<file path="src/sv/sbd_pkg.sv">
// ---------------------------------------------------------------------------
// sbd_pkg
// Shared types, character codes and sizes of the sentence boundary detector.
// ---------------------------------------------------------------------------
`default_nettype none

package sbd_pkg;

    localparam int CHAR_BITS           = 8;
    localparam int DOC_BITS            = 16;
    localparam int OUT_BITS            = 32;
    localparam int OFFSET_BITS_DEFAULT = 32;
    localparam int TOKEN_COUNT_SAT     = 5;
    localparam int ABBREV_MAX_CHARS    = 4;
    localparam int COUNT_BITS          = 3;
    localparam int QUEUE_DEPTH         = 2;

    localparam logic [CHAR_BITS-1:0] CHAR_SPACE    = 8'h20;
    localparam logic [CHAR_BITS-1:0] CHAR_TAB      = 8'h09;
    localparam logic [CHAR_BITS-1:0] CHAR_CR       = 8'h0D;
    localparam logic [CHAR_BITS-1:0] CHAR_PERIOD   = 8'h2E;
    localparam logic [CHAR_BITS-1:0] CHAR_BANG     = 8'h21;
    localparam logic [CHAR_BITS-1:0] CHAR_QUERY    = 8'h3F;
    localparam logic [CHAR_BITS-1:0] CHAR_UPPER_A  = 8'h41;
    localparam logic [CHAR_BITS-1:0] CHAR_UPPER_Z  = 8'h5A;
    localparam logic [CHAR_BITS-1:0] CHAR_LOWER_A  = 8'h61;
    localparam logic [CHAR_BITS-1:0] CHAR_LOWER_Z  = 8'h7A;

    typedef enum logic [1:0] {
        TERM_NONE,
        TERM_PERIOD,
        TERM_BANG,
        TERM_QUERY
    } term_class_t;

    // One classified byte as it travels from the front end to the back end.
    typedef struct packed {
        logic        is_space;
        logic        is_upper;
        logic        is_lower;
        term_class_t term;
        logic        last;
    } sbd_item_t;

    function automatic term_class_t classify_term(logic [CHAR_BITS-1:0] c);
        term_class_t t;
        case (c)
            CHAR_PERIOD: t = TERM_PERIOD;
            CHAR_BANG:   t = TERM_BANG;
            CHAR_QUERY:  t = TERM_QUERY;
            default:     t = TERM_NONE;
        endcase
        return t;
    endfunction

endpackage

`default_nettype wire

</file>
<file path="src/sv/sbd_text_if.sv">
// ---------------------------------------------------------------------------
// sbd_text_if
// Byte stream channel: one text byte and its end-of-document mark.
// ---------------------------------------------------------------------------
`default_nettype none

interface sbd_text_if;

    logic                           valid;
    logic                           ready;
    logic [sbd_pkg::CHAR_BITS-1:0]  char_byte;
    logic                           last_byte;

    modport source (output valid, output char_byte, output last_byte, input ready);
    modport sink   (input valid, input char_byte, input last_byte, output ready);

endinterface

`default_nettype wire

</file>
<file path="src/sv/sbd_sentence_if.sv">
// ---------------------------------------------------------------------------
// sbd_sentence_if
// Sentence channel: document number, start offset and length of a sentence.
// ---------------------------------------------------------------------------
`default_nettype none

interface sbd_sentence_if;

    logic                           valid;
    logic                           ready;
    logic [sbd_pkg::DOC_BITS-1:0]   sentence_doc;
    logic [sbd_pkg::OUT_BITS-1:0]   sentence_start;
    logic [sbd_pkg::OUT_BITS-1:0]   sentence_length;

    modport source (output valid, output sentence_doc, output sentence_start,
                    output sentence_length, input ready);
    modport sink   (input valid, input sentence_doc, input sentence_start,
                    input sentence_length, output ready);

endinterface

`default_nettype wire

</file>
<file path="src/sv/sbd_front.sv">
// ---------------------------------------------------------------------------
// sbd_front
// Front end: accepts text bytes and classifies them for the back end.
// ---------------------------------------------------------------------------
`default_nettype none

module sbd_front
(
    sbd_text_if.sink             text,
    input  logic                 full,
    output logic                 push,
    output sbd_pkg::sbd_item_t   push_item
);

    logic [sbd_pkg::CHAR_BITS-1:0] c;

    assign c          = text.char_byte;
    assign text.ready = !full;
    assign push       = text.valid && !full;

    always_comb
    begin
        push_item.is_space = (c == sbd_pkg::CHAR_SPACE) ||
                             ((c >= sbd_pkg::CHAR_TAB) && (c <= sbd_pkg::CHAR_CR));
        push_item.is_upper = (c >= sbd_pkg::CHAR_UPPER_A) && (c <= sbd_pkg::CHAR_UPPER_Z);
        push_item.is_lower = (c >= sbd_pkg::CHAR_LOWER_A) && (c <= sbd_pkg::CHAR_LOWER_Z);
        push_item.term     = sbd_pkg::classify_term(c);
        push_item.last     = text.last_byte;
    end

endmodule

`default_nettype wire

</file>
<file path="src/sv/sbd_fifo.sv">
// ---------------------------------------------------------------------------
// sbd_fifo
// Short queue of classified bytes between the front end and the back end.
// ---------------------------------------------------------------------------
`default_nettype none

module sbd_fifo
(
    input  logic                 clk,
    input  logic                 rst_n,
    input  logic                 push,
    input  sbd_pkg::sbd_item_t   push_item,
    output logic                 full,
    input  logic                 pop,
    output logic                 pop_valid,
    output sbd_pkg::sbd_item_t   pop_item
);

    localparam int DEPTH  = sbd_pkg::QUEUE_DEPTH;
    localparam int PTR_W  = (DEPTH > 1) ? $clog2(DEPTH) : 1;
    localparam int CNT_W  = $clog2(DEPTH + 1);

    sbd_pkg::sbd_item_t queue_reg [DEPTH];
    logic [PTR_W-1:0]   wr_ptr_reg, wr_ptr_next;
    logic [PTR_W-1:0]   rd_ptr_reg, rd_ptr_next;
    logic [CNT_W-1:0]   count_reg, count_next;
    logic               do_pop;

    assign full      = (count_reg == CNT_W'(DEPTH));
    assign pop_valid = (count_reg != '0);
    assign pop_item  = queue_reg[rd_ptr_reg];
    assign do_pop    = pop && pop_valid;

    function automatic logic [PTR_W-1:0] ptr_inc(logic [PTR_W-1:0] p);
        return (p == PTR_W'(DEPTH - 1)) ? '0 : p + PTR_W'(1);
    endfunction

    always_comb
    begin
        wr_ptr_next = push ? ptr_inc(wr_ptr_reg) : wr_ptr_reg;
        rd_ptr_next = do_pop ? ptr_inc(rd_ptr_reg) : rd_ptr_reg;
        count_next  = count_reg;
        if (push && !do_pop)
        begin
            count_next = count_reg + CNT_W'(1);
        end
        else if (do_pop && !push)
        begin
            count_next = count_reg - CNT_W'(1);
        end
    end

    always_ff @(posedge clk or negedge rst_n)
    begin
        if (!rst_n)
        begin
            wr_ptr_reg <= '0;
            rd_ptr_reg <= '0;
            count_reg  <= '0;
        end
        else
        begin
            wr_ptr_reg <= wr_ptr_next;
            rd_ptr_reg <= rd_ptr_next;
            count_reg  <= count_next;
        end
    end

    always_ff @(posedge clk)
    begin
        if (push)
        begin
            queue_reg[wr_ptr_reg] <= push_item;
        end
    end

endmodule

`default_nettype wire

</file>
<file path="src/sv/sbd_back.sv">
// ---------------------------------------------------------------------------
// sbd_back
// Back end: tracks tokens and candidates, decides boundaries, holds results.
// ---------------------------------------------------------------------------
`default_nettype none

module sbd_back
#(
    parameter int OFFSET_BITS = sbd_pkg::OFFSET_BITS_DEFAULT
)
(
    input  logic                          clk,
    input  logic                          rst_n,
    input  logic                          item_valid,
    input  sbd_pkg::sbd_item_t            item,
    output logic                          pop,
    input  logic [sbd_pkg::DOC_BITS-1:0]  doc_number,
    sbd_sentence_if.source                sentence
);

    localparam int CB = sbd_pkg::COUNT_BITS;
    localparam int OB = sbd_pkg::OUT_BITS;

    typedef logic [OFFSET_BITS-1:0] ofs_t;

    ofs_t                  joff_reg, joff_next;
    ofs_t                  start_reg, start_next;
    ofs_t                  cend_reg, cend_next;
    logic                  inside_reg, inside_next;
    logic [CB-1:0]         cnt_reg, cnt_next;
    logic                  cap_reg, cap_next;
    sbd_pkg::term_class_t  term_reg, term_next;
    logic                  pend_reg, pend_next;
    logic                  per_reg, per_next;
    logic                  shortcap_reg, shortcap_next;

    logic                  out_valid_reg, out_valid_next;
    logic [sbd_pkg::DOC_BITS-1:0] out_doc_reg;
    logic [OB-1:0]         out_start_reg, out_len_reg;

    logic                  emit;
    ofs_t                  emit_start, emit_len;
    logic                  abbrev;

    function automatic ofs_t sat_inc(ofs_t v);
        return (v == {OFFSET_BITS{1'b1}}) ? v : v + ofs_t'(1);
    endfunction

    function automatic logic [OB-1:0] clamp_out(ofs_t v);
        logic [63:0] wide;
        wide = 64'(v);
        return (wide > 64'({OB{1'b1}})) ? {OB{1'b1}} : wide[OB-1:0];
    endfunction

    // hold a byte only when it would overwrite a sentence still waiting
    assign pop = item_valid && (!emit || !out_valid_reg || sentence.ready);

    always_comb
    begin
        joff_next     = joff_reg;
        start_next    = start_reg;
        cend_next     = cend_reg;
        inside_next   = inside_reg;
        cnt_next      = cnt_reg;
        cap_next      = cap_reg;
        term_next     = term_reg;
        pend_next     = pend_reg;
        per_next      = per_reg;
        shortcap_next = shortcap_reg;
        emit          = 1'b0;
        emit_start    = start_reg;
        emit_len      = '0;
        abbrev        = 1'b0;

        // drop a candidate that an earlier sentence already covers
        if (start_next > cend_next)
        begin
            pend_next = 1'b0;
        end

        if (!item.is_space)
        begin
            if (!inside_next)
            begin
                abbrev = per_next && (item.is_lower || (shortcap_next && item.is_upper));
                if (pend_next)
                begin
                    if (!abbrev)
                    begin
                        emit       = 1'b1;
                        emit_start = start_next;
                        emit_len   = cend_next - start_next;
                        start_next = sat_inc(cend_next);
                    end
                    pend_next = 1'b0;
                end
                inside_next = 1'b1;
                cnt_next    = '0;
                cap_next    = item.is_upper;
            end
            if (cnt_next < CB'(sbd_pkg::TOKEN_COUNT_SAT))
            begin
                cnt_next = cnt_next + CB'(1);
            end
            term_next = item.term;
            joff_next = sat_inc(joff_next);
        end

        // close the token on whitespace or at end of document
        if (inside_next && (item.is_space || item.last))
        begin
            if (term_next != sbd_pkg::TERM_NONE)
            begin
                pend_next     = 1'b1;
                per_next      = (term_next == sbd_pkg::TERM_PERIOD);
                shortcap_next = cap_next && (cnt_next <= CB'(sbd_pkg::ABBREV_MAX_CHARS));
                cend_next     = joff_next;
            end
            joff_next   = sat_inc(joff_next);
            inside_next = 1'b0;
        end

        if (item.last)
        begin
            if (pend_next && !emit)
            begin
                emit       = 1'b1;
                emit_start = start_next;
                emit_len   = cend_next - start_next;
            end
            joff_next     = '0;
            start_next    = '0;
            cend_next     = '0;
            inside_next   = 1'b0;
            cnt_next      = '0;
            cap_next      = 1'b0;
            term_next     = sbd_pkg::TERM_NONE;
            pend_next     = 1'b0;
            per_next      = 1'b0;
            shortcap_next = 1'b0;
        end
    end

    always_comb
    begin
        out_valid_next = out_valid_reg;
        if (pop && emit)
        begin
            out_valid_next = 1'b1;
        end
        else if (sentence.ready)
        begin
            out_valid_next = 1'b0;
        end
    end

    always_ff @(posedge clk or negedge rst_n)
    begin
        if (!rst_n)
        begin
            joff_reg      <= '0;
            start_reg     <= '0;
            cend_reg      <= '0;
            inside_reg    <= 1'b0;
            cnt_reg       <= '0;
            cap_reg       <= 1'b0;
            term_reg      <= sbd_pkg::TERM_NONE;
            pend_reg      <= 1'b0;
            per_reg       <= 1'b0;
            shortcap_reg  <= 1'b0;
            out_valid_reg <= 1'b0;
        end
        else
        begin
            if (pop)
            begin
                joff_reg     <= joff_next;
                start_reg    <= start_next;
                cend_reg     <= cend_next;
                inside_reg   <= inside_next;
                cnt_reg      <= cnt_next;
                cap_reg      <= cap_next;
                term_reg     <= term_next;
                pend_reg     <= pend_next;
                per_reg      <= per_next;
                shortcap_reg <= shortcap_next;
            end
            out_valid_reg <= out_valid_next;
        end
    end

    always_ff @(posedge clk)
    begin
        if (pop && emit)
        begin
            out_doc_reg   <= doc_number;
            out_start_reg <= clamp_out(emit_start);
            out_len_reg   <= clamp_out(emit_len);
        end
    end

    assign sentence.valid           = out_valid_reg;
    assign sentence.sentence_doc    = out_doc_reg;
    assign sentence.sentence_start  = out_start_reg;
    assign sentence.sentence_length = out_len_reg;

`ifndef SYNTHESIS
    a_result_from_item: assert property (@(posedge clk) disable iff (!rst_n)
        $rose(out_valid_reg) |-> $past(pop))
        else $error("sentence appeared without a consumed byte");

    a_doc_cleared: assert property (@(posedge clk) disable iff (!rst_n)
        (pop && item.last) |=> (!inside_reg && !pend_reg && (joff_reg == '0)))
        else $error("document state not cleared after last byte");

    a_token_counted: assert property (@(posedge clk) disable iff (!rst_n)
        inside_reg |-> (cnt_reg != '0))
        else $error("open token with zero byte count");
`endif

endmodule

`default_nettype wire

</file>
<file path="src/sv/sentence_boundary_detector.sv">
// ---------------------------------------------------------------------------
// sentence_boundary_detector
// Splits a byte stream into sentences and reports their joined-text spans.
// ---------------------------------------------------------------------------
// The block takes one text byte per clock cycle unless the back end holds a
// byte that would produce a sentence while the last one still waits in the
// output register. A byte passes through a two-entry queue and the back-end
// state update, and the sentence that it decides is written to the output
// register when the back end takes that byte. A sentence waiting in the
// output register does not stop the next byte from being processed unless
// that byte also produces a sentence. There is no clearing pass after reset.
// ---------------------------------------------------------------------------
`default_nettype none

module sentence_boundary_detector
#(
    parameter int OFFSET_BITS = sbd_pkg::OFFSET_BITS_DEFAULT
)
(
    input  wire logic                          clk,
    input  wire logic                          rst_n,
    input  wire logic                          cfg_wr_en,
    input  wire logic [sbd_pkg::DOC_BITS-1:0]  cfg_wr_data,
    sbd_text_if.sink                           text,
    sbd_sentence_if.source                     sentence
);

    logic [sbd_pkg::DOC_BITS-1:0] doc_number_reg, doc_number_next;

    logic                 push;
    sbd_pkg::sbd_item_t   push_item;
    logic                 full;
    logic                 pop;
    logic                 pop_valid;
    sbd_pkg::sbd_item_t   pop_item;

    assign doc_number_next = cfg_wr_en ? cfg_wr_data : doc_number_reg;

    always_ff @(posedge clk or negedge rst_n)
    begin
        if (!rst_n)
        begin
            doc_number_reg <= '0;
        end
        else
        begin
            doc_number_reg <= doc_number_next;
        end
    end

    sbd_front u_front
    (
        .text      (text),
        .full      (full),
        .push      (push),
        .push_item (push_item)
    );

    sbd_fifo u_fifo
    (
        .clk       (clk),
        .rst_n     (rst_n),
        .push      (push),
        .push_item (push_item),
        .full      (full),
        .pop       (pop),
        .pop_valid (pop_valid),
        .pop_item  (pop_item)
    );

    sbd_back #(
        .OFFSET_BITS (OFFSET_BITS)
    ) u_back
    (
        .clk        (clk),
        .rst_n      (rst_n),
        .item_valid (pop_valid),
        .item       (pop_item),
        .pop        (pop),
        .doc_number (doc_number_reg),
        .sentence   (sentence)
    );

endmodule

`default_nettype wire

</file>
<file path="src/flat_wrapper.sv">
// flat-port wrapper written by rule: the top's interface ports become plain ports
module sentence_boundary_detector_flat 
#(
    parameter int OFFSET_BITS = sbd_pkg::OFFSET_BITS_DEFAULT
)
  (clk, rst_n, cfg_wr_en, cfg_wr_data, text_valid, text_char_byte, text_last_byte, text_ready, sentence_valid, sentence_sentence_doc, sentence_sentence_start, sentence_sentence_length, sentence_ready);
  sbd_text_if text_i ();
  sbd_sentence_if sentence_i ();
  input  wire logic clk;
  input  wire logic rst_n;
  input  wire logic cfg_wr_en;
  input  wire logic [sbd_pkg::DOC_BITS-1:0] cfg_wr_data;
  input wire logic [$bits(text_i.valid)-1:0] text_valid;
  input wire logic [$bits(text_i.char_byte)-1:0] text_char_byte;
  input wire logic [$bits(text_i.last_byte)-1:0] text_last_byte;
  output wire logic [$bits(text_i.ready)-1:0] text_ready;
  output wire logic [$bits(sentence_i.valid)-1:0] sentence_valid;
  output wire logic [$bits(sentence_i.sentence_doc)-1:0] sentence_sentence_doc;
  output wire logic [$bits(sentence_i.sentence_start)-1:0] sentence_sentence_start;
  output wire logic [$bits(sentence_i.sentence_length)-1:0] sentence_sentence_length;
  input wire logic [$bits(sentence_i.ready)-1:0] sentence_ready;
  assign text_i.valid = text_valid;
  assign text_i.char_byte = text_char_byte;
  assign text_i.last_byte = text_last_byte;
  assign text_ready = text_i.ready;
  assign sentence_valid = sentence_i.valid;
  assign sentence_sentence_doc = sentence_i.sentence_doc;
  assign sentence_sentence_start = sentence_i.sentence_start;
  assign sentence_sentence_length = sentence_i.sentence_length;
  assign sentence_i.ready = sentence_ready;
  sentence_boundary_detector #(.OFFSET_BITS(OFFSET_BITS)) u_core (.clk(clk), .rst_n(rst_n), .cfg_wr_en(cfg_wr_en), .cfg_wr_data(cfg_wr_data), .text(text_i), .sentence(sentence_i));
endmodule
</file>
<file path="config.mk">
export PLATFORM = sky130hd
export DESIGN_NAME = sentence_boundary_detector_flat
export DESIGN_NICKNAME = d
export VERILOG_FILES = /design/src/sv/sbd_pkg.sv /design/src/sv/sbd_text_if.sv /design/src/sv/sbd_sentence_if.sv /design/src/sv/sbd_front.sv /design/src/sv/sbd_fifo.sv /design/src/sv/sbd_back.sv /design/src/sv/sentence_boundary_detector.sv /design/src/flat_wrapper.sv
export SDC_FILE = /design/constraint.sdc
export NUM_CORES = 1
export LEC_CHECK = 0
export BUFFER_PORTS_ARGS = -buffer_cell sky130_fd_sc_hd__buf_2
export CORE_ASPECT_RATIO = 1.75
export CORE_MARGIN = 2
export CORE_UTILIZATION = 23
export DETAILED_ROUTE_END_ITERATION = 6
export GPL_ROUTABILITY_DRIVEN = 0
export PLACE_DENSITY = 0.47
export SYNTH_ARGS = -nofsm -noshare
export SYNTH_HDL_FRONTEND = slang
export SYNTH_HIERARCHICAL = 1
export SYNTH_SLANG_ARGS = --single-unit
</file>
<file path="constraint.sdc">
create_clock -name clk -period 6.45 [get_ports clk]
set_input_delay 0 -clock clk [delete_from_list [all_inputs] [get_ports clk]]
set_output_delay 0 -clock clk [all_outputs]
set_load 0.005 [all_outputs]
</file>
Word level (Yosys, flattened, before mapping)
Memories as Yosys holds them, arrays and structs flattened.
Cells that the tools add are included.
{"block": "word_totals", "mem_count": 1, "mem_bits_rw": 12, "latchBits": 0, "regBits": 207, "elab_cells": 141, "mem_bits_ro": 0}
{"block": "classes", "muxes": 62, "multipliers": 0, "add_sub_neg": 10, "bitwise": 0, "shifts": 0, "n_eq_ne": 9, "order_cmp": 9, "n_reduce_logical": 32, "n_div": 0}
{"name": "u_core.u_fifo.queue_reg", "depth": 2, "width": 6, "read_ports": 1, "rd_clocked_by_memory_dff": 0, "write_ports": 1, "line": "sbd_fifo.sv:23", "source": "sbd_pkg::sbd_item_t queue_reg [DEPTH];"}
{"cell": "$mux 32", "n": 22}
{"cell": "$add 32x1->32 const B", "n": 3}
{"cell": "$eq 32x32->1 const B", "n": 3}
{"cell": "$sub 32x32->32", "n": 2}
{"cell": "$eq 8x6->1 const B", "n": 4}
{"cell": "$gt 32x32->1", "n": 1}
{"cell": "$mux 1", "n": 30}
{"cell": "$ge 8x7->1 const B", "n": 2}
{"cell": "$le 8x7->1 const B", "n": 2}
{"cell": "$mux 3", "n": 5}
{"cell": "$logic_and 1x1->1", "n": 14}
{"cell": "$reduce_bool 2->1", "n": 6}
{"cell": "$ge 8x4->1 const B", "n": 1}
{"cell": "$le 8x4->1 const B", "n": 1}
{"cell": "$mux 2", "n": 4}
{"cell": "$logic_not 1->1", "n": 6}
{"cell": "$pmux 2 s3", "n": 1}
{"cell": "$logic_or 1x1->1", "n": 5}
{"cell": "$add 3x1->3 const B", "n": 1}
{"cell": "$le 3x3->1 const B", "n": 1}
{"cell": "$lt 3x3->1 const B", "n": 1}
{"cell": "$reduce_and 3->1", "n": 1}
{"cell": "$add 1x1->1 const B", "n": 2}
{"cell": "$add 2x1->2 const B", "n": 1}
{"cell": "other kinds (3)", "n": 3}

Longest topological paths before layout
Gate-level depths: netlist (run 1).
An unclocked memory read counts as a cell.
{"block": "depth", "ltp_word": 20, "ltp_mapped": 27, "mapped_depth_nobuf": 24}

By module
The synthesis (run 1) kept the hierarchy.
{"module": "sbd_back", "seq_area_each_um2": 5079.9, "instances": 1, "cells_per_inst": 1714, "area_each_um2": 14199.9}
{"module": "sentence_boundary_detector", "seq_area_each_um2": 400.4, "instances": 1, "cells_per_inst": 34, "area_each_um2": 649.4}
{"module": "sbd_fifo", "seq_area_each_um2": 460.4, "instances": 1, "cells_per_inst": 35, "area_each_um2": 634.4}
{"module": "sbd_front", "seq_area_each_um2": 0.0, "instances": 1, "cells_per_inst": 25, "area_each_um2": 157.7}

Least setup slack after synthesis (run 1)
OpenSTA, ideal clock, no wires.
{"block": "synth_path", "kind": "register to register", "startpoint": "register u_core.u_back.cend_reg[0]", "endpoint": "register u_core.u_back.out_doc_reg (netlist bit u_core/u_back/sentence.sentence_doc[0]) (enable)", "slack_ps": -695, "stages_incl_launch_ff": 19, "arrival_time_ps": 6626, "n_path_buf": 3, "t_required_ps": 5931, "setup_ps": 519, "path_cell_list": "dfrtp_1 > inv_1 > ha_1 > inv_1 > fa_1 > a211oi_1 > o211ai_1 > a211oi_1 > or3_1 > nand2_1 > nand2_1 > nand2_1 > o311a_1 > nor2_1 > o21ai_0 > clkbuf_1 > clkbuf_1 > clkbuf_1 > nor2_1"}
{"block": "synth_between", "elab_chain_len": 14, "word_cells_on_any_way": 18, "cone_classes": "order compare: 1; mux: 10; reduce/logical: 7"}
{"item": "start, declared", "line": "sbd_back.sv:28", "source": "ofs_t cend_reg, cend_next;"}
{"item": "start signal, assigned", "line": "sbd_back.sv:179", "source": "cend_reg <= cend_next;"}
{"item": "$gt 32x32->1 *", "line": "sbd_back.sv:76", "source": "if (start_next > cend_next)"}
{"item": "$mux 1 *", "line": "sbd_back.sv:76"}
{"item": "$mux 1 (on tied branches)", "line": "sbd_back.sv:83, sbd_back.sv:86"}
{"item": "$mux 1 (on tied branches)", "line": "sbd_back.sv:81, sbd_back.sv:83"}
{"item": "$mux 1 (on tied branches)", "line": "sbd_back.sv:112, sbd_back.sv:81"}
{"item": "$mux 1 or $logic_not 1->1 (tied branches)", "line": "sbd_back.sv:110, sbd_back.sv:125"}
{"item": "$logic_and 1x1->1", "line": "sbd_back.sv:125", "source": "if (pend_next && !emit)"}
{"item": "$mux 1", "line": "sbd_back.sv:125"}
{"item": "$mux 1 *", "line": "sbd_back.sv:123", "source": "if (item.last)"}
{"item": "$logic_not 1->1", "line": "sbd_back.sv:56", "source": "assign pop = item_valid && (!emit || !out_valid_reg || sentence.ready);"}
{"item": "$logic_or 1x1->1 (2 in series)", "line": "sbd_back.sv:56"}
{"item": "$logic_and 1x1->1", "line": "sbd_back.sv:56"}
{"item": "$logic_and 1x1->1 *", "line": "sbd_back.sv:194", "source": "if (pop && emit)"}
{"item": "end signal, assigned", "line": "sbd_back.sv:196", "source": "out_doc_reg <= doc_number;"}
{"item": "end, declared", "line": "sbd_back.sv:38", "source": "logic [sbd_pkg::DOC_BITS-1:0] out_doc_reg;"}
Every way passes the cells marked *; elsewhere a longest branch is shown, timed or not.
A chain may end at the register's enable or synchronous reset.

Final worst setup path (run 1)
{"block": "layout_path", "startpoint": "register u_core.u_back.cend_reg[0]", "endpoint": "register u_core.u_back.out_len_reg[26] (netlist: u_core/u_back/sentence.sentence_length[26]) (data pin)"}
{"block": "layout_between", "elab_chain_len": 9, "word_cells_on_any_way": 28, "cone_classes": "add/sub: 3; order compare: 1; eq/ne: 1; mux: 21; reduce/logical: 2"}
{"item": "$add 32x1->32 (tied with other cells)", "line": "sbd_back.sv:46", "source": "return (v == {OFFSET_BITS{1'b1}}) ? v : v + ofs_t'(1);"}
{"item": "$mux 32 or $mux 1 (tied branches)", "line": "sbd_back.sv:46, sbd_back.sv:76"}
{"item": "$mux 32 (tied with other cells)", "line": "sbd_back.sv:88", "source": "if (!abbrev)"}
{"item": "$mux 32 (tied with other cells)", "line": "sbd_back.sv:86", "source": "if (pend_next)"}
{"item": "$mux 32 (tied with other cells)", "line": "sbd_back.sv:83", "source": "if (!inside_next)"}
{"item": "$mux 32 (tied with other cells)", "line": "sbd_back.sv:81", "source": "if (!item.is_space)"}
{"item": "$sub 32x32->32 or $logic_and 1x1->1 (tied branches)", "line": "sbd_back.sv:129, sbd_back.sv:125"}
{"item": "$mux 32", "line": "sbd_back.sv:125"}
{"item": "$mux 32 *", "line": "sbd_back.sv:123"}
{"item": "net u_core.u_back.emit_len[26]", "line": "sbd_back.sv:42", "source": "ofs_t emit_start, emit_len;"}
{"item": "end signal, assigned", "line": "sbd_back.sv:198", "source": "out_len_reg <= clamp_out(emit_len);"}
{"item": "end, declared", "line": "sbd_back.sv:39", "source": "logic [OB-1:0] out_start_reg, out_len_reg;"}
The timed path passes the listed nets; every way through them passes the cells marked *.

==> metrics.sh, run 1 <==
ANTENNA_FOUND_INITIAL=0
YOSYSUNIQUECELLTYPES=90
NUMCTSBUFFERS=24
DIODES=0
SETUP_VIOL_COUNT_FINAL=0
DESIGN.CORE.AREA_UM2=67300
CRITICAL_PATH.CELL_CHAIN='inv_1, ha_1, inv_1, fa_1, a211oi_1, o211ai_1, a211oi_2, nor3_1, buf_4, o211a_1, a211o_1, o211a_1, ha_1, nor4b_1, o31ai_1, nand4b_1, a31oi_1, buf_4, a21oi_1, o21bai_1, and4_1, or3_1'
MAX_BUFFERS_ROOT_TO_SINK=3
ANT_NETS=0
R2R.WORST_PATH.CELLS=22
GRT_PASS1_WL_MM=83.3
WORST_SLEW_MARGIN_REL=0.382
TIMING_WORST_SETUP_PATH_TYPE='reg -> reg'
DRV_SLEW=0
GRT.TOTAL_USAGE=0.151
DRTITER0DRC=880
NETSWITCHINGPOWER_mW=3.59
MIN_DELAY_PATH_CLASS='in -> async'
FIRST_GLOBAL_VIAS=14580
DRV.MAX_CAP_VIOLATION_COUNT=0
SYN-NUM-NETS=1898
FINALWORSTPATHREQUIREDPERIOD_NS=6.00
PLACEMENT_ROWS=126
RRSETUPSLACK_NS=0.45
DIE_Y_UM=349
FIN_SKEW_NS=0.0198
HPWLAFTERDP_MM=41.2
DR.PASS1.ITERS=7
POSTCTSSETUPREPAIRBUFS=0
ROUTE.VIAS.TOTAL=14186
REGTOREGENDPOINT='u_core/u_back/sentence.sentence_length[26]'
STATIC-LEAKAGE-POWER_nW=7.27
SYNTH_ASYNC_SR_FLOP_SHARE=0.580
WORST_SETUP_PATH_START_KIND='flip-flop'
SHARE_SEQ_OF_TOTAL_POWER=0.252
CELL_AREA_SYNTH_UM2=15600
INITIAL_UTILIZATION=0.232
P_COMB_FRAC=0.559
VIAS_PER_CELL=5.01
CLOCK.FMAX_MHz=167
CP_SLOWEST_STAGE_DELAY_NS=0.47
WORSTSKEWPAIRLATENCY_NS=0.57
LAUNCHING_INSTANCE_OR_PORT_OF_THE_CRITICAL_PATH='u_core/u_back/cend_reg[0]'
SETUP.WORST_PATH.END_CLASS='flip-flop'
CLOCK_POWER_SHARE=0.189
GRT_MAX_DEGREE=82
TRANSITION_TIME_AT_THE_PIN_WITH_THE_LEAST_SLEW_MARGIN_NS=0.925
PORT-BUFFER-COUNT=111
SWITCHING_SHARE_OF_TOTAL_POWER=0.451
TOP_LIBRARY_CELLS_BY_USAGE_IN_THE_LAYOUT_FILL_AND_TAPS_ASIDE='185 x sky130_fd_sc_hd__nand2_1, 145 x sky130_fd_sc_hd__o21ai_0, 135 x sky130_fd_sc_hd__nor2_1, 134 x sky130_fd_sc_hd__a21oi_1, 127 x sky130_fd_sc_hd__dfrtp_1'
HOLD_VIOL_FINAL=0
CRITPATHCAPTURE='u_core/u_back/sentence.sentence_length[26]'
GRT_SETUP_UNREPAIRED='no'
VDD_IR_DROP_MAX_V=0.000189
DOMINANTREGCELLSYNTH='sky130_fd_sc_hd__dfrtp_1'
WORST-PATH-MAX-FANOUT=7
WIRE_PER_INST_UM=19.1
YOSYSWARNINGS=6
FIN_NETS=2010
SYNTH_ENABLE_FLOP_CELLS=92
NUMBER_OF_INSTANCES_IN_THE_SYNTHESIZED_NETLIST=1808
CLK_TRANSITION_REPORTED_PATHS_NS=0.06
CRITICAL_PATH_ARRIVAL_NS=6.29
REMAINING_DRC_ERRORS=0
DIE-WIDTH_UM=201
INTERNAL_POWER_OF_THE_CELLS_mW=4.36
CTS_ROOT_BUF='sky130_fd_sc_hd__clkbuf_16'
WORSTREG2REGSTART='u_core/u_back/cend_reg[0]'
SYNTH.YOSYS.SEQ_AREA_SHARE=0.380
SETUP_TOTAL_NEGATIVE_SLACK_NS=0
POWER_DENSITY_CELLS_nW_PER_UM2=427
ROUTE.FINAL.WIRE_LENGTH_MM=54.2
CRITPATHSLOWESTCELL='sky130_fd_sc_hd__nor4b_1'
DIE_FOOTPRINT_UM2=70200
DRIVE_ABOVE_1_SHARE=0.147
GRT_OVERFLOW=0
TIMING.HOLD.WS_NS=0.0107
POSTSYNTHAREAPERCELL_UM2=8.65
PERIOD_SHARE=0.930
RESULT_OF_THE_RUN='completed'
PIN_COUNT=112
HTREEDEPTH=1
FILLERS=7198
REQUIRED_TIME_OF_THE_WORST_SETUP_PATH_NS=6.75
CTS.SINK_COUNT=219
POSTSYNTHREGISTERBITS=219
LAYOUT_COMMONEST_CELL='sky130_fd_sc_hd__nand2_1'
CTS_TREE='yes'
AREA.GROWTH.SYNTH_TO_FINAL_PCT=19.0
==> per-stage QoR <==
step | setup slack, ns | std cells | area (um^2) | total power, mW | util
floorplan | 0.613 | 1808 | 15600 | 4.78 | -
global placement | 0.484 | 2746 | 17300 | 6.40 | 0.258
detailed placement | 0.357 | 2746 | 17300 | 6.43 | 0.258
CTS | 0.303 | 2834 | 18600 | 8.00 | 0.277
global route | 0.154 | 2834 | 18600 | 8.46 | 0.277
finish | 0.455 | 2834 | 18600 | 7.94 | 0.277
==> power by group through the flow <==
stage          Clock, mW  Combinational (mW)  Sequential, mW
6_report            1.50                4.44            2.00
5_1_grt             1.60                4.81            2.04
4_1_cts             1.56                4.43            2.01
3_5_place_dp           0                4.39            2.04
3_3_place_gp           0                4.36            2.03
2_1_floorplan          0                2.79            2.00
==> how the worst min path moves through the flow <==
stage	startpoint	endpoint	slack [ns]	cells past startpoint
floorplan	rst_n	u_core/doc_number_reg[0]	-0.30	0
global placement	rst_n	u_core/u_fifo/count_reg[0]	0.10	1
detailed placement	rst_n	u_core/u_fifo/count_reg[0]	0.11	1
CTS	cfg_wr_en	u_core/doc_number_reg[3]	0.0006	2
global route	cfg_wr_en	u_core/doc_number_reg[15]	0.02	2
finish	rst_n	u_core/u_fifo/count_reg[0]	0.01	2
==> final cells by class <==
class / count / area [um^2] / area share
Multi-Input combinational cell: 1384 / 8920 / 0.479
Sequential cell: 219 / 5940 / 0.319
Timing Repair Buffer: 218 / 1530 / 0.0819
Tap cell: 896 / 1120 / 0.0602
Clock buffer: 24 / 601 / 0.0323
Inverter: 73 / 274 / 0.0147
Clock inverter: 20 / 238 / 0.0128
==> cell families after synthesis <==
kind of cell / Yosys count / share of synthesized area
AND/OR/NAND/NOR: 616 / 0.196
AO/OA/AOI/OAI: 530 / 0.214
flip-flops: 219 / 0.380
buffers and inverters: 205 / 0.0535
XOR/XNOR: 134 / 0.0759
adder cells (fa/ha/maj): 66 / 0.0523
multiplexers: 38 / 0.0289
==> Yosys cell counts (9+ instances only) <==
master,instances,share of area
sky130_fd_sc_hd__nand2_1,185,0.044
sky130_fd_sc_hd__o21ai_0,146,0.047
sky130_fd_sc_hd__nor2_1,137,0.033
sky130_fd_sc_hd__a21oi_1,134,0.043
sky130_fd_sc_hd__dfrtp_1,127,0.20
sky130_fd_sc_hd__clkbuf_1,107,0.026
sky130_fd_sc_hd__edfxtp_1,92,0.18
sky130_fd_sc_hd__xnor2_1,86,0.048
sky130_fd_sc_hd__inv_1,73,0.018
sky130_fd_sc_hd__ha_1,59,0.047
sky130_fd_sc_hd__nand3_1,53,0.017
sky130_fd_sc_hd__xor2_1,47,0.026
sky130_fd_sc_hd__nor3_1,40,0.013
sky130_fd_sc_hd__or3_1,39,0.016
sky130_fd_sc_hd__o22ai_1,35,0.014
sky130_fd_sc_hd__and3_1,31,0.012
sky130_fd_sc_hd__nand4_1,30,0.012
sky130_fd_sc_hd__o31ai_1,26,0.012
sky130_fd_sc_hd__a21o_1,25,0.012
sky130_fd_sc_hd__a31oi_1,20,0.0080
sky130_fd_sc_hd__and2_1,19,0.0076
sky130_fd_sc_hd__a211oi_1,18,0.0086
sky130_fd_sc_hd__mux2_2,17,0.012
sky130_fd_sc_hd__o211ai_1,16,0.0077
sky130_fd_sc_hd__and4_1,13,0.0073
sky130_fd_sc_hd__buf_2,11,0.0035
sky130_fd_sc_hd__mux2i_1,11,0.0070
sky130_fd_sc_hd__o21bai_1,11,0.0053
sky130_fd_sc_hd__a31o_2,10,0.0056
sky130_fd_sc_hd__mux2_4,10,0.0096
sky130_fd_sc_hd__o21ai_1,10,0.0032
sky130_fd_sc_hd__nor4_1,9,0.0036
==> worst max-delay path: cells and delay by family, from the launching register on <==
family,cells,cell delay [ns]
compound gates,10,2.43
simple gates,5,1.47
fa+ha+maj,3,0.82
buf+inv,4,0.56
flops,1,0.44
==> layer usage <==
metal / track usage / part of all wire / vias up
li1: - / - / 6806
met1: 0.155 / 0.37 / 6817
met2: 0.291 / 0.53 / 417
met3: 0.0151 / 0.038 / 146
met4: 0.0951 / 0.062 / 0
met5: 0 / 0 / -
==> timing repair <==
action / CTS / global route
hold buffers: 44 / 0
endpoints found under the hold margin: 107 / 0
gates resized for setup: 0 / 1
setup endpoints to repair: 0 / 2
(Power assumes the default switching activity.)
==> inputs of run 2 (changes only) <==
Settings changed: REMOVE_ABC_BUFFERS set to 1.
==> run 2 against run 1 <==
Net effect: non-clock buffer count fell by 1; maximum frequency shrank 0.17%; total power fell by 2.8%; count of clock-buffer cells in the layout up 7; final area is 0.48% lower; critical endpoint is now u_core/u_back/sentence.sentence_length[28]; critical path depth grew 1; largest power group unchanged; sequential cell count is the same; worst hold slack gained 0.014 ns; register-to-register slack barely moved; combinational power down 2%; first-iteration DRC count increased by 0.80%; setup slack got worse by 0.010 ns.
==> metrics.sh, run 2 (synthesis results as in run 1) <==
RESULT_OF_THE_RUN='completed'
AREA.GROWTH.SYNTH_TO_FINAL_PCT=18.5
WIRE_PER_INST_UM=19.4
PERIOD_SHARE=0.931
DP.CELLS=2741
HPWLAFTERDP_MM=41.6
FILLERS=7236
DESIGN.CORE.AREA_UM2=67300
TIMING.FINAL.WS_SETUP_NS=0.444
FIN_SKEW_NS=0.0238
DIE_Y_UM=349
GRT_PASS1_WL_MM=84.0
MAX_BUFFERS_ROOT_TO_SINK=3
WORST_SETUP_PATH_START_KIND='flip-flop'
MIN_DELAY_PATH_CLASS='in -> reg'
HTREEDEPTH=1
PLACE_WS_NS=0.388
POWER_DENSITY_CELLS_nW_PER_UM2=416
CRITICAL_PATH_ARRIVAL_NS=6.30
FIN_NETS=2009
POSTLAYOUTCOREUTIL=0.275
WORSTSKEWPAIRLATENCY_NS=0.56
GRT_MAX_DEGREE=84
GRT.TOTAL_USAGE=0.152
TIMING_WORST_SETUP_PATH_TYPE='reg -> reg'
ROUTE.VIAS.TOTAL=14199
SETUP.WORST_PATH.END_CLASS='flip-flop'
DRV.MAX_CAP_VIOLATION_COUNT=0
TIMING.CRITICAL_PATH.MODE_CELL='sky130_fd_sc_hd__a21oi_1'
INITIAL_UTILIZATION=0.232
CP_SLOWEST_STAGE_DELAY_NS=0.82
WORST-PATH-MAX-FANOUT=48
LAYOUT_COMMONEST_CELL='sky130_fd_sc_hd__nand2_1'
CLK_TRANSITION_REPORTED_PATHS_NS=0.06
PLACEMENT_ROWS=126
RRSETUPSLACK_NS=0.44
FINALWORSTPATHREQUIREDPERIOD_NS=6.01
DIE-WIDTH_UM=201
TOP_LIBRARY_CELLS_BY_USAGE_IN_THE_LAYOUT_FILL_AND_TAPS_ASIDE='185 x sky130_fd_sc_hd__nand2_1, 145 x sky130_fd_sc_hd__o21ai_0, 135 x sky130_fd_sc_hd__nor2_1, 134 x sky130_fd_sc_hd__a21oi_1, 127 x sky130_fd_sc_hd__dfrtp_1'
DIODES=0
CRITICAL_PATH.CELL_CHAIN='ha_1, a21oi_1, o22ai_1, a311oi_1, nand2_1, buf_4, o21ai_4, buf_12, nor2_1, a21oi_1, ha_1, a21o_1, nand2b_1, o21a_1, a21o_1, a21o_1, a21oi_1, o21bai_1, a21oi_1, nand3b_1, o21ai_0, xnor2_1, o22ai_1'
STATIC-LEAKAGE-POWER_nW=7.23
DIE_FOOTPRINT_UM2=70200
PORT-BUFFER-COUNT=111
SETUP_TOTAL_NEGATIVE_SLACK_NS=0
CRITPATHSLOWESTCELL='sky130_fd_sc_hd__a311oi_1'
GRT_SETUP_UNREPAIRED='no'
CTS_TREE='yes'
VDD_IR_DROP_MAX_V=0.000221
ANTENNA_FOUND_INITIAL=0
TRANSITION_TIME_AT_THE_PIN_WITH_THE_LEAST_SLEW_MARGIN_NS=0.984
DRTITER0DRC=887
DRV_SLEW=0
VIAS_PER_CELL=5.01
WORST_SLEW_MARGIN_REL=0.342
CTS_ROOT_BUF='sky130_fd_sc_hd__clkbuf_16'
FIRST_GLOBAL_VIAS=14273
HOLD_VIOL_FINAL=0
GRT_OVERFLOW=0
REMAINING_DRC_ERRORS=0
PIN_COUNT=112
NUMCTSBUFFERS=24
REQUIRED_TIME_OF_THE_WORST_SETUP_PATH_NS=6.74
DRIVE_ABOVE_1_SHARE=0.144
POSTCTSSETUPREPAIRBUFS=0
CTS.SINK_COUNT=219
DR.PASS1.ITERS=5
ROUTE.FINAL.WIRE_LENGTH_MM=54.9
CLOCK.FMAX_MHz=167
SETUP_VIOL_COUNT_FINAL=0
FINALNONFILLERCELLS=2833
ANT_NETS=0
[run 2: cell types whose count changed in the layout (fill, tap and decap cells not counted)]
cell | previous run | this run
sky130_fd_sc_hd__clkinv_1 | 3 | 1
sky130_fd_sc_hd__clkbuf_8 | 0 | 3
sky130_fd_sc_hd__clkbuf_1 | 0 | 4
sky130_fd_sc_hd__clkinv_2 | 3 | 6
sky130_fd_sc_hd__dlygate4sd3_1 | 44 | 48
sky130_fd_sc_hd__clkinv_4 | 4 | 3
sky130_fd_sc_hd__bufinv_16 | 4 | 1
sky130_fd_sc_hd__buf_12 | 4 | 2
sky130_fd_sc_hd__buf_4 | 59 | 56
sky130_fd_sc_hd__inv_6 | 2 | 0
sky130_fd_sc_hd__clkinvlp_4 | 3 | 1
[run 2: layout make-up]
cell class | count | area (um^2) | area share
multi-input combinational | 1384 | 8920 | 0.481
sequential | 219 | 5940 | 0.321
timing repair buffer | 217 | 1500 | 0.0811
tap | 896 | 1120 | 0.0605
clock buffer | 31 | 657 | 0.0355
inverter | 73 | 274 | 0.0148
clock inverter | 13 | 114 | 0.00614
[run 2: worst max-delay path: cells and delay by family (launching register included)]
kind / cells / cell delay (ns)
and+or+nand+nor: 4 / 0.52
buffers and inverters: 2 / 0.48
xor gates and xnor gates: 1 / 0.16
DFF: 1 / 0.48
AOI/OAI and AO/OA: 14 / 3.34
adders and majority gates: 2 / 0.73
[run 2: repair_timing]
| item | 4_1_cts | 5_1_grt |
|---|---|---|
| hold buffers | 48 | 0 |
| resized for setup | 0 | 1 |
| endpoints found under the setup margin | 0 | 2 |
| endpoints found under the hold margin | 112 | 0 |
[run 2: routing by layer]
| layer | global-route usage | part of all wire | up-vias |
|---|---|---|---|
| li1 | - | - | 6804 |
| met1 | 0.157 | 0.37 | 6862 |
| met2 | 0.295 | 0.54 | 395 |
| met3 | 0.0155 | 0.034 | 138 |
| met4 | 0.0916 | 0.061 | 0 |
| met5 | 0 | 0 | - |
[run 2: metrics by stage]
step	power, mW	cell area, um^2	hold slack (ns)
floorplan	4.73	15100	-0.296
global placement	6.28	17300	0.148
detailed placement	6.31	17300	0.150
CTS	7.78	18500	0.00468
global route	8.23	18500	0.0321
finish	7.72	18500	0.0243
[run 2: path summary, 6_finish.rpt]
kind                                       startpoint                                    endpoint  depth (start not counted)
max                        u_core/u_back/cend_reg[27]  u_core/u_back/sentence.sentence_length[28]                         23
min                                         cfg_wr_en                    u_core/doc_number_reg[3]                          2
max reg2reg                u_core/u_back/cend_reg[27]  u_core/u_back/sentence.sentence_length[28]                         23
min reg2reg                  u_core/doc_number_reg[2]      u_core/u_back/sentence.sentence_doc[2]                          0
max in group asynchronous                       rst_n                 u_core/u_back/start_reg[30]                          3
min in group asynchronous                       rst_n                  u_core/u_fifo/count_reg[0]                          2
[run 2: power by group]
part | internal, mW | total, mW | switching, mW
combinational | 1.59 | 4.35 | 2.76
clock | 0.764 | 1.38 | 0.615
sequential | 1.83 | 1.99 | 0.161
total | 4.19 | 7.72 | 3.53
